**config.mk**
```make
export PLATFORM = sky130hd
export DESIGN_NAME = priority_message_queue_scheduler
export DESIGN_NICKNAME = d
export VERILOG_FILES = /design/src/rtl/pmqs_pkg.sv /design/src/rtl/pmqs_slot_store.sv /design/src/rtl/pmqs_out_reg.sv /design/src/rtl/pmqs_ctrl.sv /design/src/rtl/priority_message_queue_scheduler.sv
export VERILOG_INCLUDE_DIRS = /design/src /design/src/rtl
export SDC_FILE = /design/constraint.sdc
export NUM_CORES = 2
export LEC_CHECK = 0
export BUFFER_PORTS_ARGS = -buffer_cell sky130_fd_sc_hd__buf_2
export CORE_UTILIZATION = 63
export CTS_CLUSTER_DIAMETER = 150
export DETAILED_ROUTE_END_ITERATION = 8
export PLACE_DENSITY_LB_ADDON = 0.25
export SYNTH_ARGS = -nofsm -noshare
export SYNTH_HDL_FRONTEND = slang
export SYNTH_SLANG_ARGS = --single-unit
export TNS_END_PERCENT = 100
```
**constraint.sdc**
```tcl
create_clock -name aclk -period 7.36 [get_ports aclk]
set_clock_uncertainty 0.2 [all_clocks]
set_input_delay 0.736 -clock aclk [delete_from_list [all_inputs] [get_ports aclk]]
set_output_delay 0.736 -clock aclk [all_outputs]
set_load 0.05 [all_outputs]
```
**src/rtl/priority_message_queue_scheduler_macros.svh**
```systemverilog
// Assertion macros used by the scheduler control module.
// The asserting module must have aclk and aresetn in scope.
`ifndef PRIORITY_MESSAGE_QUEUE_SCHEDULER_MACROS_SVH
`define PRIORITY_MESSAGE_QUEUE_SCHEDULER_MACROS_SVH

// Consequent must hold in the same cycle as the antecedent.
`define PMQS_ASSERT_IMPL(label, ante, cons, msg) \
    label: assert property (@(posedge aclk) disable iff (!aresetn) (ante) |-> (cons)) \
        else $error(msg);

// Consequent must hold in the cycle after the antecedent.
`define PMQS_ASSERT_NEXT(label, ante, cons, msg) \
    label: assert property (@(posedge aclk) disable iff (!aresetn) (ante) |=> (cons)) \
        else $error(msg);

`endif

```
**src/rtl/pmqs_pkg.sv**
```systemverilog
package pmqs_pkg;

    localparam int LINK_W    = 6;
    localparam int TASK_W    = 4;
    localparam int SRC_W     = 5;
    localparam int SIG_W     = 8;
    localparam int LVL_W     = 4;
    localparam int LQ_W      = 3;
    localparam int SLOT_W    = 5;
    localparam int CNT_OUT_W = 6;
    localparam int TCNT_W    = 5;
    localparam int TABLE_W   = 48;
    localparam int CFG_IDX_W = 1;

    localparam logic [LINK_W-1:0]    NIL       = 6'd63;
    localparam logic [SRC_W-1:0]     IDLE_TASK = 5'd16;
    localparam logic [CFG_IDX_W-1:0] CFG_TASK_COUNT  = 1'd0;
    localparam logic [CFG_IDX_W-1:0] CFG_LEVEL_TABLE = 1'd1;

    typedef enum logic [1:0] {
        OP_POST     = 2'd0,
        OP_REMOVE   = 2'd1,
        OP_DISPATCH = 2'd2,
        OP_LEAVE    = 2'd3
    } op_t;

    typedef enum logic [1:0] {
        STS_OK       = 2'd0,
        STS_BAD_TASK = 2'd1,
        STS_EMPTY    = 2'd2
    } status_t;

    typedef struct packed {
        logic [TASK_W-1:0] dest;
        logic [SRC_W-1:0]  src;
        logic [SIG_W-1:0]  sig;
    } slot_data_t;

    typedef struct packed {
        logic              rd_en;
        logic [LINK_W-1:0] rd_addr;
        logic              link_we;
        logic              data_we;
        logic [LINK_W-1:0] wr_addr;
        logic [LINK_W-1:0] link_wdata;
        slot_data_t        data_wdata;
    } mem_req_t;

    typedef struct packed {
        status_t              status;
        logic [SLOT_W-1:0]    slot;
        logic [TASK_W-1:0]    dest;
        logic [SRC_W-1:0]     src;
        logic [SIG_W-1:0]     sig;
        logic [LVL_W-1:0]     level;
        logic                 slot_valid;
        logic [CNT_OUT_W-1:0] count;
        logic                 last;
    } result_t;

endpackage

```
**src/rtl/pmqs_slot_store.sv**
```systemverilog
module pmqs_slot_store #(
    parameter int MSG_SLOTS = 32
) (
    input  logic                            aclk,
    input  pmqs_pkg::mem_req_t              req,
    output logic [pmqs_pkg::LINK_W-1:0]     rd_link,
    output pmqs_pkg::slot_data_t            rd_data
);

    localparam int ADDR_W = (MSG_SLOTS > 1) ? $clog2(MSG_SLOTS) : 1;

    logic [pmqs_pkg::LINK_W-1:0] link_mem [MSG_SLOTS];
    pmqs_pkg::slot_data_t        data_mem [MSG_SLOTS];
    logic [pmqs_pkg::LINK_W-1:0] rd_link_reg;
    pmqs_pkg::slot_data_t        rd_data_reg;

    logic [ADDR_W-1:0] waddr;
    logic [ADDR_W-1:0] raddr;

    assign waddr = req.wr_addr[ADDR_W-1:0];
    assign raddr = req.rd_addr[ADDR_W-1:0];

    // Write-first: a read of the entry written in the same cycle sees the new value.
    always_ff @(posedge aclk) begin
        if (req.link_we) begin
            link_mem[waddr] <= req.link_wdata;
        end
        if (req.data_we) begin
            data_mem[waddr] <= req.data_wdata;
        end
        if (req.rd_en) begin
            rd_link_reg <= (req.link_we && waddr == raddr) ? req.link_wdata : link_mem[raddr];
            rd_data_reg <= (req.data_we && waddr == raddr) ? req.data_wdata : data_mem[raddr];
        end
    end

    assign rd_link = rd_link_reg;
    assign rd_data = rd_data_reg;

endmodule

```
**src/rtl/pmqs_out_reg.sv**
```systemverilog
module pmqs_out_reg (
    input  logic                aclk,
    input  logic                aresetn,
    input  logic                push,
    input  pmqs_pkg::result_t   push_data,
    output logic                out_free,
    output logic                m_valid,
    input  logic                m_ready,
    output pmqs_pkg::result_t   m_data
);

    logic              valid_reg;
    logic              valid_next;
    pmqs_pkg::result_t data_reg;

    assign out_free = !valid_reg || m_ready;

    always_comb begin
        valid_next = valid_reg;
        if (push) begin
            valid_next = 1'b1;
        end else if (m_ready) begin
            valid_next = 1'b0;
        end
    end

    always_ff @(posedge aclk) begin
        if (!aresetn) begin
            valid_reg <= 1'b0;
        end else begin
            valid_reg <= valid_next;
        end
        if (push) begin
            data_reg <= push_data;
        end
    end

    assign m_valid = valid_reg;
    assign m_data  = data_reg;

endmodule

```
**src/rtl/pmqs_ctrl.sv**
```systemverilog
`include "priority_message_queue_scheduler_macros.svh"

module pmqs_ctrl #(
    parameter int LEVELS    = 8,
    parameter int MSG_SLOTS = 32,
    parameter int MAX_TASKS = 16
) (
    input  logic                               aclk,
    input  logic                               aresetn,
    input  logic                               cfg_we,
    input  logic [pmqs_pkg::CFG_IDX_W-1:0]     cfg_index,
    input  logic [pmqs_pkg::TABLE_W-1:0]       cfg_wdata,
    input  logic                               in_valid,
    output logic                               in_ready,
    input  logic [1:0]                         in_opcode,
    input  logic [pmqs_pkg::SLOT_W-1:0]        in_slot,
    input  logic [pmqs_pkg::TASK_W-1:0]        in_task,
    input  logic [pmqs_pkg::SIG_W-1:0]         in_signal,
    input  logic [pmqs_pkg::LVL_W-1:0]         in_thr,
    output pmqs_pkg::mem_req_t                 mem_req,
    input  logic [pmqs_pkg::LINK_W-1:0]        rd_link,
    input  pmqs_pkg::slot_data_t               rd_data,
    output logic                               res_push,
    output pmqs_pkg::result_t                  res,
    input  logic                               out_free
);

    localparam int CNT_W  = $clog2(MSG_SLOTS + 1);
    localparam int LINK_W = pmqs_pkg::LINK_W;
    localparam int LQ_W   = pmqs_pkg::LQ_W;

    typedef enum logic [5:0] {
        S_IDLE    = 6'b000001,
        S_EXEC    = 6'b000010,
        S_POST2   = 6'b000100,
        S_WALK    = 6'b001000,
        S_REM_END = 6'b010000,
        S_DSP     = 6'b100000
    } state_t;

    state_t state_reg, state_next;
    pmqs_pkg::op_t op_reg, op_next;
    logic [LINK_W-1:0] slot_reg, slot_next;
    logic [pmqs_pkg::TASK_W-1:0] task_reg, task_next;
    logic [pmqs_pkg::SIG_W-1:0] sig_reg, sig_next;
    logic [pmqs_pkg::LVL_W-1:0] thr_reg, thr_next;
    logic [LQ_W-1:0] q_reg, q_next;
    logic [LINK_W-1:0] head_reg [LEVELS];
    logic [LINK_W-1:0] head_next [LEVELS];
    logic [LINK_W-1:0] tail_reg [LEVELS];
    logic [LINK_W-1:0] tail_next [LEVELS];
    logic [LEVELS-1:0] ready_reg, ready_next;
    logic [pmqs_pkg::SRC_W-1:0] running_reg, running_next;
    logic [LINK_W-1:0] cur_reg, cur_next;
    logic [LINK_W-1:0] prev_reg, prev_next;
    logic [CNT_W-1:0] steps_reg, steps_next;
    logic [CNT_W-1:0] cnt_reg, cnt_next;
    logic pend_valid_reg, pend_valid_next;
    logic [LINK_W-1:0] pend_slot_reg, pend_slot_next;
    logic [pmqs_pkg::TCNT_W-1:0] task_count_reg;
    logic [pmqs_pkg::TABLE_W-1:0] level_table_reg;

    logic task_ok;
    logic [LQ_W-1:0] q_dec;
    logic [2:0] tbl_entry;
    logic [pmqs_pkg::LVL_W-1:0] top_lvl;
    logic [LQ_W-1:0] top_q;

    function automatic logic [LINK_W-1:0] fix_link(input logic [LINK_W-1:0] v);
        return ({1'b0, v} < (LINK_W+1)'(MSG_SLOTS)) ? v : pmqs_pkg::NIL;
    endfunction

    // Slot number modulo MSG_SLOTS by restoring subtraction.
    function automatic logic [LINK_W-1:0] reduce_slot(input logic [pmqs_pkg::SLOT_W-1:0] v);
        logic [11:0] r;
        r = 12'(v);
        for (int k = 4; k >= 0; k--) begin
            if (r >= (12'(MSG_SLOTS) << k)) begin
                r = r - (12'(MSG_SLOTS) << k);
            end
        end
        return r[LINK_W-1:0];
    endfunction

    assign task_ok = ({1'b0, task_reg} < task_count_reg)
                  && ({1'b0, task_reg} < pmqs_pkg::TCNT_W'(MAX_TASKS));
    assign tbl_entry = level_table_reg[{2'b00, task_reg} * 6'd3 +: 3];
    assign q_dec = (32'(tbl_entry) >= LEVELS) ? LQ_W'(LEVELS - 1) : tbl_entry;

    always_comb begin
        top_lvl = '0;
        for (int b = 0; b < LEVELS; b++) begin
            if (ready_reg[b]) begin
                top_lvl = pmqs_pkg::LVL_W'(b + 1);
            end
        end
    end
    assign top_q = LQ_W'(top_lvl - 1'b1);

    always_comb begin
        logic [LINK_W-1:0] nxt;
        logic [LINK_W-1:0] hfix;
        logic [LINK_W-1:0] new_head;
        logic [CNT_W-1:0] steps_n;
        logic match;

        state_next = state_reg;
        op_next = op_reg;
        slot_next = slot_reg;
        task_next = task_reg;
        sig_next = sig_reg;
        thr_next = thr_reg;
        q_next = q_reg;
        head_next = head_reg;
        tail_next = tail_reg;
        ready_next = ready_reg;
        running_next = running_reg;
        cur_next = cur_reg;
        prev_next = prev_reg;
        steps_next = steps_reg;
        cnt_next = cnt_reg;
        pend_valid_next = pend_valid_reg;
        pend_slot_next = pend_slot_reg;
        mem_req = '0;
        res = '0;
        res.status = pmqs_pkg::STS_OK;
        res_push = 1'b0;
        in_ready = (state_reg == S_IDLE);
        nxt = fix_link(rd_link);
        hfix = pmqs_pkg::NIL;
        new_head = pmqs_pkg::NIL;
        steps_n = steps_reg + 1'b1;
        match = (rd_data.dest == task_reg) && (rd_data.sig == sig_reg);

        case (state_reg)
            S_IDLE: begin
                if (in_valid) begin
                    op_next = pmqs_pkg::op_t'(in_opcode);
                    slot_next = reduce_slot(in_slot);
                    task_next = in_task;
                    sig_next = in_signal;
                    thr_next = in_thr;
                    state_next = S_EXEC;
                end
            end
            S_EXEC: begin
                if (out_free) begin
                    res.last = 1'b1;
                    case (op_reg)
                        pmqs_pkg::OP_LEAVE: begin
                            running_next = pmqs_pkg::IDLE_TASK;
                            res_push = 1'b1;
                            state_next = S_IDLE;
                        end
                        pmqs_pkg::OP_POST: begin
                            if (!task_ok) begin
                                res.status = pmqs_pkg::STS_BAD_TASK;
                                res_push = 1'b1;
                                state_next = S_IDLE;
                            end else begin
                                q_next = q_dec;
                                mem_req.link_we = 1'b1;
                                mem_req.data_we = 1'b1;
                                mem_req.wr_addr = slot_reg;
                                mem_req.link_wdata = pmqs_pkg::NIL;
                                mem_req.data_wdata = '{dest: task_reg, src: running_reg,
                                                       sig: sig_reg};
                                if (tail_reg[q_dec] == pmqs_pkg::NIL) begin
                                    head_next[q_dec] = slot_reg;
                                    tail_next[q_dec] = slot_reg;
                                    ready_next[q_dec] = 1'b1;
                                    res_push = 1'b1;
                                    state_next = S_IDLE;
                                end else begin
                                    state_next = S_POST2;
                                end
                            end
                        end
                        pmqs_pkg::OP_REMOVE: begin
                            if (!task_ok) begin
                                res.status = pmqs_pkg::STS_BAD_TASK;
                                res_push = 1'b1;
                                state_next = S_IDLE;
                            end else begin
                                q_next = q_dec;
                                cnt_next = '0;
                                steps_next = '0;
                                pend_valid_next = 1'b0;
                                prev_next = pmqs_pkg::NIL;
                                hfix = fix_link(head_reg[q_dec]);
                                if (ready_reg[q_dec] && hfix != pmqs_pkg::NIL) begin
                                    mem_req.rd_en = 1'b1;
                                    mem_req.rd_addr = hfix;
                                    cur_next = hfix;
                                    state_next = S_WALK;
                                end else begin
                                    state_next = S_REM_END;
                                end
                            end
                        end
                        pmqs_pkg::OP_DISPATCH: begin
                            if (top_lvl == '0 || top_lvl <= thr_reg) begin
                                res.status = pmqs_pkg::STS_EMPTY;
                                res_push = 1'b1;
                                state_next = S_IDLE;
                            end else begin
                                q_next = top_q;
                                hfix = fix_link(head_reg[top_q]);
                                if (hfix == pmqs_pkg::NIL) begin
                                    ready_next[top_q] = 1'b0;
                                    res.status = pmqs_pkg::STS_EMPTY;
                                    res_push = 1'b1;
                                    state_next = S_IDLE;
                                end else begin
                                    mem_req.rd_en = 1'b1;
                                    mem_req.rd_addr = hfix;
                                    cur_next = hfix;
                                    state_next = S_DSP;
                                end
                            end
                        end
                        default: begin
                            state_next = S_IDLE;
                        end
                    endcase
                end
            end
            S_POST2: begin
                if (out_free) begin
                    mem_req.link_we = 1'b1;
                    mem_req.wr_addr = tail_reg[q_reg];
                    mem_req.link_wdata = slot_reg;
                    tail_next[q_reg] = slot_reg;
                    res.last = 1'b1;
                    res_push = 1'b1;
                    state_next = S_IDLE;
                end
            end
            S_WALK: begin
                // Each match is held until the next match or the end of the walk, so the final one can carry the count.
                if (!(match && pend_valid_reg && !out_free)) begin
                    steps_next = steps_n;
                    if (match) begin
                        if (pend_valid_reg) begin
                            res.slot = pend_slot_reg[pmqs_pkg::SLOT_W-1:0];
                            res.slot_valid = 1'b1;
                            res_push = 1'b1;
                        end
                        pend_valid_next = 1'b1;
                        pend_slot_next = cur_reg;
                        cnt_next = cnt_reg + 1'b1;
                        if (prev_reg == pmqs_pkg::NIL) begin
                            head_next[q_reg] = nxt;
                            new_head = nxt;
                        end else begin
                            mem_req.link_we = 1'b1;
                            mem_req.wr_addr = prev_reg;
                            mem_req.link_wdata = nxt;
                            new_head = head_reg[q_reg];
                        end
                        if (nxt == pmqs_pkg::NIL) begin
                            tail_next[q_reg] = prev_reg;
                            if (new_head == pmqs_pkg::NIL) begin
                                ready_next[q_reg] = 1'b0;
                            end
                        end
                    end else begin
                        prev_next = cur_reg;
                    end
                    cur_next = nxt;
                    if (nxt != pmqs_pkg::NIL && steps_n < CNT_W'(MSG_SLOTS)) begin
                        mem_req.rd_en = 1'b1;
                        mem_req.rd_addr = nxt;
                    end else begin
                        state_next = S_REM_END;
                    end
                end
            end
            S_REM_END: begin
                if (out_free) begin
                    res.slot = pend_valid_reg ? pend_slot_reg[pmqs_pkg::SLOT_W-1:0] : '0;
                    res.slot_valid = pend_valid_reg;
                    res.count = cnt_reg[pmqs_pkg::CNT_OUT_W-1:0];
                    res.last = 1'b1;
                    res_push = 1'b1;
                    state_next = S_IDLE;
                end
            end
            S_DSP: begin
                if (out_free) begin
                    head_next[q_reg] = nxt;
                    if (nxt == pmqs_pkg::NIL) begin
                        tail_next[q_reg] = pmqs_pkg::NIL;
                        ready_next[q_reg] = 1'b0;
                    end
                    running_next = {1'b0, rd_data.dest};
                    res.slot = cur_reg[pmqs_pkg::SLOT_W-1:0];
                    res.dest = rd_data.dest;
                    res.src = rd_data.src;
                    res.sig = rd_data.sig;
                    res.level = pmqs_pkg::LVL_W'(q_reg) + 1'b1;
                    res.slot_valid = 1'b1;
                    res.last = 1'b1;
                    res_push = 1'b1;
                    state_next = S_IDLE;
                end
            end
            default: begin
                state_next = S_IDLE;
            end
        endcase
    end

    always_ff @(posedge aclk) begin
        if (!aresetn) begin
            state_reg <= S_IDLE;
            for (int i = 0; i < LEVELS; i++) begin
                head_reg[i] <= pmqs_pkg::NIL;
                tail_reg[i] <= pmqs_pkg::NIL;
            end
            ready_reg <= '0;
            running_reg <= '0;
            pend_valid_reg <= 1'b0;
            task_count_reg <= '0;
            level_table_reg <= '0;
        end else begin
            state_reg <= state_next;
            head_reg <= head_next;
            tail_reg <= tail_next;
            ready_reg <= ready_next;
            running_reg <= running_next;
            pend_valid_reg <= pend_valid_next;
            if (cfg_we) begin
                case (cfg_index)
                    pmqs_pkg::CFG_TASK_COUNT: begin
                        task_count_reg <= cfg_wdata[pmqs_pkg::TCNT_W-1:0];
                    end
                    pmqs_pkg::CFG_LEVEL_TABLE: begin
                        level_table_reg <= cfg_wdata;
                    end
                    default: begin
                    end
                endcase
            end
        end
        op_reg <= op_next;
        slot_reg <= slot_next;
        task_reg <= task_next;
        sig_reg <= sig_next;
        thr_reg <= thr_next;
        q_reg <= q_next;
        cur_reg <= cur_next;
        prev_reg <= prev_next;
        steps_reg <= steps_next;
        cnt_reg <= cnt_next;
        pend_slot_reg <= pend_slot_next;
    end

    `PMQS_ASSERT_NEXT(a_accept_exec, in_valid && in_ready, state_reg == S_EXEC, "accepted item did not start")
    `PMQS_ASSERT_IMPL(a_push_free, res_push, out_free, "result pushed into a full output register")
    `PMQS_ASSERT_IMPL(a_walk_bound, state_reg == S_WALK, steps_reg < CNT_W'(MSG_SLOTS), "queue walk overran")

endmodule

```
**src/rtl/priority_message_queue_scheduler.sv**
```systemverilog
// Priority message queue scheduler: one linked FIFO of message slots per priority
// level, with the slot links and message data held in a memory with a registered
// read port. Post writes the slot and, when the level queue is not empty, then
// links it behind the old tail. Remove walks the task's level queue one slot per
// cycle through the memory read port, pausing while a held match waits for the
// output register, for at most MSG_SLOTS steps, and gives one item per freed slot,
// the last one carrying the count (a single item when none is freed). A result
// waits while the output register is still full. Only one item is worked on at a
// time; a finished item may wait in the output register while the next is taken.
module priority_message_queue_scheduler #(
    parameter int LEVELS    = 8,
    parameter int MSG_SLOTS = 32,
    parameter int MAX_TASKS = 16
) (
    input  logic                                aclk,
    input  logic                                aresetn,
    input  logic                                cfg_we,
    input  logic [pmqs_pkg::CFG_IDX_W-1:0]      cfg_index,
    input  logic [pmqs_pkg::TABLE_W-1:0]        cfg_wdata,
    input  logic                                s_valid,
    output logic                                s_ready,
    input  logic [1:0]                          s_opcode,
    input  logic [4:0]                          s_msg_slot,
    input  logic [3:0]                          s_task_id,
    input  logic [7:0]                          s_signal,
    input  logic [3:0]                          s_level_threshold,
    output logic                                m_valid,
    input  logic                                m_ready,
    output logic [1:0]                          m_status,
    output logic [4:0]                          m_msg_slot_out,
    output logic [3:0]                          m_dest_task,
    output logic [4:0]                          m_source_task,
    output logic [7:0]                          m_signal_out,
    output logic [3:0]                          m_level_out,
    output logic                                m_slot_valid,
    output logic [5:0]                          m_removed_count,
    output logic                                m_last
);

    pmqs_pkg::mem_req_t          mem_req;
    logic [pmqs_pkg::LINK_W-1:0] rd_link;
    pmqs_pkg::slot_data_t        rd_data;
    logic                        res_push;
    pmqs_pkg::result_t           res;
    logic                        out_free;
    pmqs_pkg::result_t           m_data;

    pmqs_ctrl #(
        .LEVELS    (LEVELS),
        .MSG_SLOTS (MSG_SLOTS),
        .MAX_TASKS (MAX_TASKS)
    ) u_ctrl (
        .aclk      (aclk),
        .aresetn   (aresetn),
        .cfg_we    (cfg_we),
        .cfg_index (cfg_index),
        .cfg_wdata (cfg_wdata),
        .in_valid  (s_valid),
        .in_ready  (s_ready),
        .in_opcode (s_opcode),
        .in_slot   (s_msg_slot),
        .in_task   (s_task_id),
        .in_signal (s_signal),
        .in_thr    (s_level_threshold),
        .mem_req   (mem_req),
        .rd_link   (rd_link),
        .rd_data   (rd_data),
        .res_push  (res_push),
        .res       (res),
        .out_free  (out_free)
    );

    pmqs_slot_store #(
        .MSG_SLOTS (MSG_SLOTS)
    ) u_store (
        .aclk    (aclk),
        .req     (mem_req),
        .rd_link (rd_link),
        .rd_data (rd_data)
    );

    pmqs_out_reg u_out (
        .aclk      (aclk),
        .aresetn   (aresetn),
        .push      (res_push),
        .push_data (res),
        .out_free  (out_free),
        .m_valid   (m_valid),
        .m_ready   (m_ready),
        .m_data    (m_data)
    );

    assign m_status        = m_data.status;
    assign m_msg_slot_out  = m_data.slot;
    assign m_dest_task     = m_data.dest;
    assign m_source_task   = m_data.src;
    assign m_signal_out    = m_data.sig;
    assign m_level_out     = m_data.level;
    assign m_slot_valid    = m_data.slot_valid;
    assign m_removed_count = m_data.count;
    assign m_last          = m_data.last;

endmodule

```
==> impl_metrics.env <==
export IMPL_placed_area_um2=46790
export IMPL_clock_root_buffer="clkbuf_16"
export IMPL_syn_area_um2=44960
export IMPL_fin_area_um2=49970
export IMPL_dieArea_um2=72440
export IMPL_post_cts_buffers=0
export IMPL_fill_cells=4648
export IMPL_finalSetupTns_ns=0
export IMPL_r2r_cells=14
export IMPL_cp_max_fo=72
export IMPL_worst_setup_path_endpoint="u_store.rd_data[15]$_DFFE_PP_"
export IMPL_drive_above_1_share_pct=13.11
export IMPL_regMostFlops="u_store.data_mem"
export IMPL_crit_required_ns=7.56
export IMPL_ys_flop_type="edfxtp_1"
export IMPL_min_path_type="input port to flip-flop"
export IMPL_clk_latency_ns=0.69
export IMPL_layoutNonFillerInstCount=4811
export IMPL_final_common_cell="edfxtp_1"
export IMPL_final_nets=3875
export IMPL_cts_resized=0
export IMPL_yosysTopAreaCell="edfxtp_1"
export IMPL_hp_start="s_opcode[0]"
export IMPL_viasPerCell=7.037
export IMPL_hpwlAfterDp_um=92600
export IMPL_area_growth_pct=11.14
export IMPL_fp_dieW_um=269.2
export IMPL_criticalPathCategory="flip-flop to flip-flop"
export IMPL_period_share_pct=91.37
export IMPL_first_iter_violations=5403
export IMPL_synth_nets=3788
export IMPL_cts_buffers=100
export IMPL_rr_startpoint="u_ctrl.task_reg[3]$_DFFE_PP_"
export IMPL_hold_viol=0
export IMPL_track_usage_pct=38.59
export IMPL_status="finished clean"
export IMPL_num_rows=97
export IMPL_tritoncts="yes"
export IMPL_fin_crit_ns=6.725
export IMPL_grt_pass1_vias=32227
export IMPL_startpoint_type="flip-flop"
export IMPL_hold_buffers=0
export IMPL_slew_headroom_pct=6.030
export IMPL_detail_route_antenna_nets=0
export IMPL_final_cell_mix="edfxtp_1, nand2_1, nor2_1, a211oi_1, o21ai_0"
export IMPL_ys_types=89
export IMPL_grt_pass1_wl_um=208700
export IMPL_pwr_density_cell_nw_per_um2=240.3
export IMPL_synth_area_leaders="edfxtp_1, dfxtp_1, nand2_1, a211oi_1, and2_1"
export IMPL_wl_per_cell_um=29.52
export IMPL_die_h_um=269.2
export IMPL_reg_top3="u_store.data_mem: 544 flops, u_store.link_mem: 192 flops"
export IMPL_arrival_ns=6.93
export IMPL_htreeDepth=3
export IMPL_synth_edf_count=850
export IMPL_grt_setup_unrepaired="false"
export IMPL_place_gp_congestion=0.9801
export IMPL_drv_slew=0
export IMPL_vias=33855
export IMPL_cts_clk_slew_worst_paths_ns=0.06
export IMPL_start_util_pct=63.99
export IMPL_ys_seq_elements=1020
export IMPL_synthArstFlopShare_pct=0
export IMPL_dr_pass1_iters=6
export IMPL_tightest_slew_ns=1.410
export IMPL_startpoint="u_ctrl.task_reg[3]$_DFFE_PP_"
export IMPL_setup_viol=0
export IMPL_yosysSeqAreaShare_pct=64.34
export IMPL_synth_cells=3696
export IMPL_grt_max_degree=116
export IMPL_ir_drop_v=0.0002930
export IMPL_drc=0
export IMPL_ios=115
export IMPL_r2r_end="u_store.rd_data[15]$_DFFE_PP_"
export IMPL_fp_coreArea_um2=70270
export IMPL_timing_fmax_ghz=0.1487
export IMPL_r2r_setup_slack_ns=0.63
export IMPL_synth_warnings=0
export IMPL_clock_sink_count=1020
export IMPL_largest_register_ffs=544
export IMPL_power_total_w=0.01201
export IMPL_grt_antenna_before_repair=6
export IMPL_syn_avg_cell_area_um2=12.17
export IMPL_placed_cells=4621
export IMPL_routed_wl_um=142000
export IMPL_clockBufferDepth=3
export IMPL_numPortBuffers=114
export IMPL_grt_ovfl_total=0
export IMPL_yosys_area_top_type_share_pct=56.77
export IMPL_endpoint_kind="flip-flop"
export IMPL_maxCapViolCount=0
export IMPL_leakagePower_nw=16.90
## synthesized netlist by cell type (22+ instances only)
cell type  number
edfxtp_1      850
nand2_1       537
nor2_1        207
a211oi_1      174
o21ai_0       172
a21oi_1       170
dfxtp_1       170
clkbuf_1      164
and2_1        156
a31oi_1       113
mux2i_1        97
buf_2          60
a22oi_1        54
and3_1         48
nand3_1        47
a221oi_1       46
o211ai_1       46
inv_1          42
a221o_1        40
nor3_1         39
o221ai_1       36
o22ai_1        35
a22o_1         28
mux4_2         27
mux2_2         22
## critical path, cell delays in order, from the launching register on
cell,delay [ns]
edfxtp_1,0.99
mux2_2,0.44
o22ai_1,0.41
nor3_1,0.18
nor2_1,0.43
nor3_1,0.14
or4_1,0.77
and2_4,0.31
a31o_4,0.43
buf_4,0.47
a211oi_1,0.39
a31oi_1,0.07
a2111oi_0,0.87
buf_4,0.23
a221oi_1,0.04
## per-stage QoR
stage	util, %	hold slack [ns]	setup slack, ns
after floorplan	-	0.2273	2.185
after global placement	66.59	0.2389	0.9697
after detailed placement	66.59	0.2487	0.7099
after CTS	71.10	0.01185	0.7329
after global routing	71.11	0.01548	0.3670
final	71.11	0.02902	0.6348
## worst min path at each step
stage	to	slack, ns	cells past startpoint
final	u_ctrl.op_reg[0]$_DFFE_PP_	0.03	1
after global placement	u_ctrl.level_table_reg[1]$_SDFFE_PN0P_	0.24	2
after CTS	u_ctrl.op_reg[0]$_DFFE_PP_	0.01	1
after detailed placement	u_ctrl.level_table_reg[6]$_SDFFE_PN0P_	0.25	2
after global routing	u_ctrl.op_reg[0]$_DFFE_PP_	0.02	1
after floorplan	u_ctrl.running_reg[0]$_SDFFE_PN0P_	0.23	2
## power by group
part	switching (W)	internal [W]	total (W)	leakage, nW
combinational	0.000505	0.000208	0.000713	6.98
sequential	0.0000723	0.00624	0.00632	8.38
clock	0.00222	0.00276	0.00498	1.54
## kinds of logic after synthesis
logic type / synth area share (%)
DFF: 64.34
and+or+nand+nor: 11.83
adders and majority gates: 0.4174
xor gates and xnor gates: 0.5259
AOI/OAI and AO/OA: 15.57
buffers and inverters: 3.058
muxes: 4.263
## area by class of cell
| class | instances | area [µm²] | area share, % |
|---|---|---|---|
| Inverter | 44 | 165.2 | 0.3305 |
| Tap cell | 940 | 1176 | 2.354 |
| Antenna cell | 3 | 7.507 | 0.01502 |
| Timing Repair Buffer | 255 | 1717 | 3.435 |
| Clock inverter | 56 | 533.0 | 1.067 |
| Clock buffer | 131 | 2640 | 5.283 |
| Sequential cell | 1020 | 28930 | 57.89 |
| Multi-Input combinational cell | 2362 | 14810 | 29.63 |
## layer usage
metal / part of all wire (%) / vias to the layer above / track usage, %
met1: 39 / 16658 / 55.74
li1: - / 14324 / -
met2: 45 / 2492 / 58.30
met3: 12 / 377 / 8.175
met4: 3.8 / 4 / 13.58
met5: 0.023 / - / 0
No activity file was read; power rests on OpenSTA's default activity.
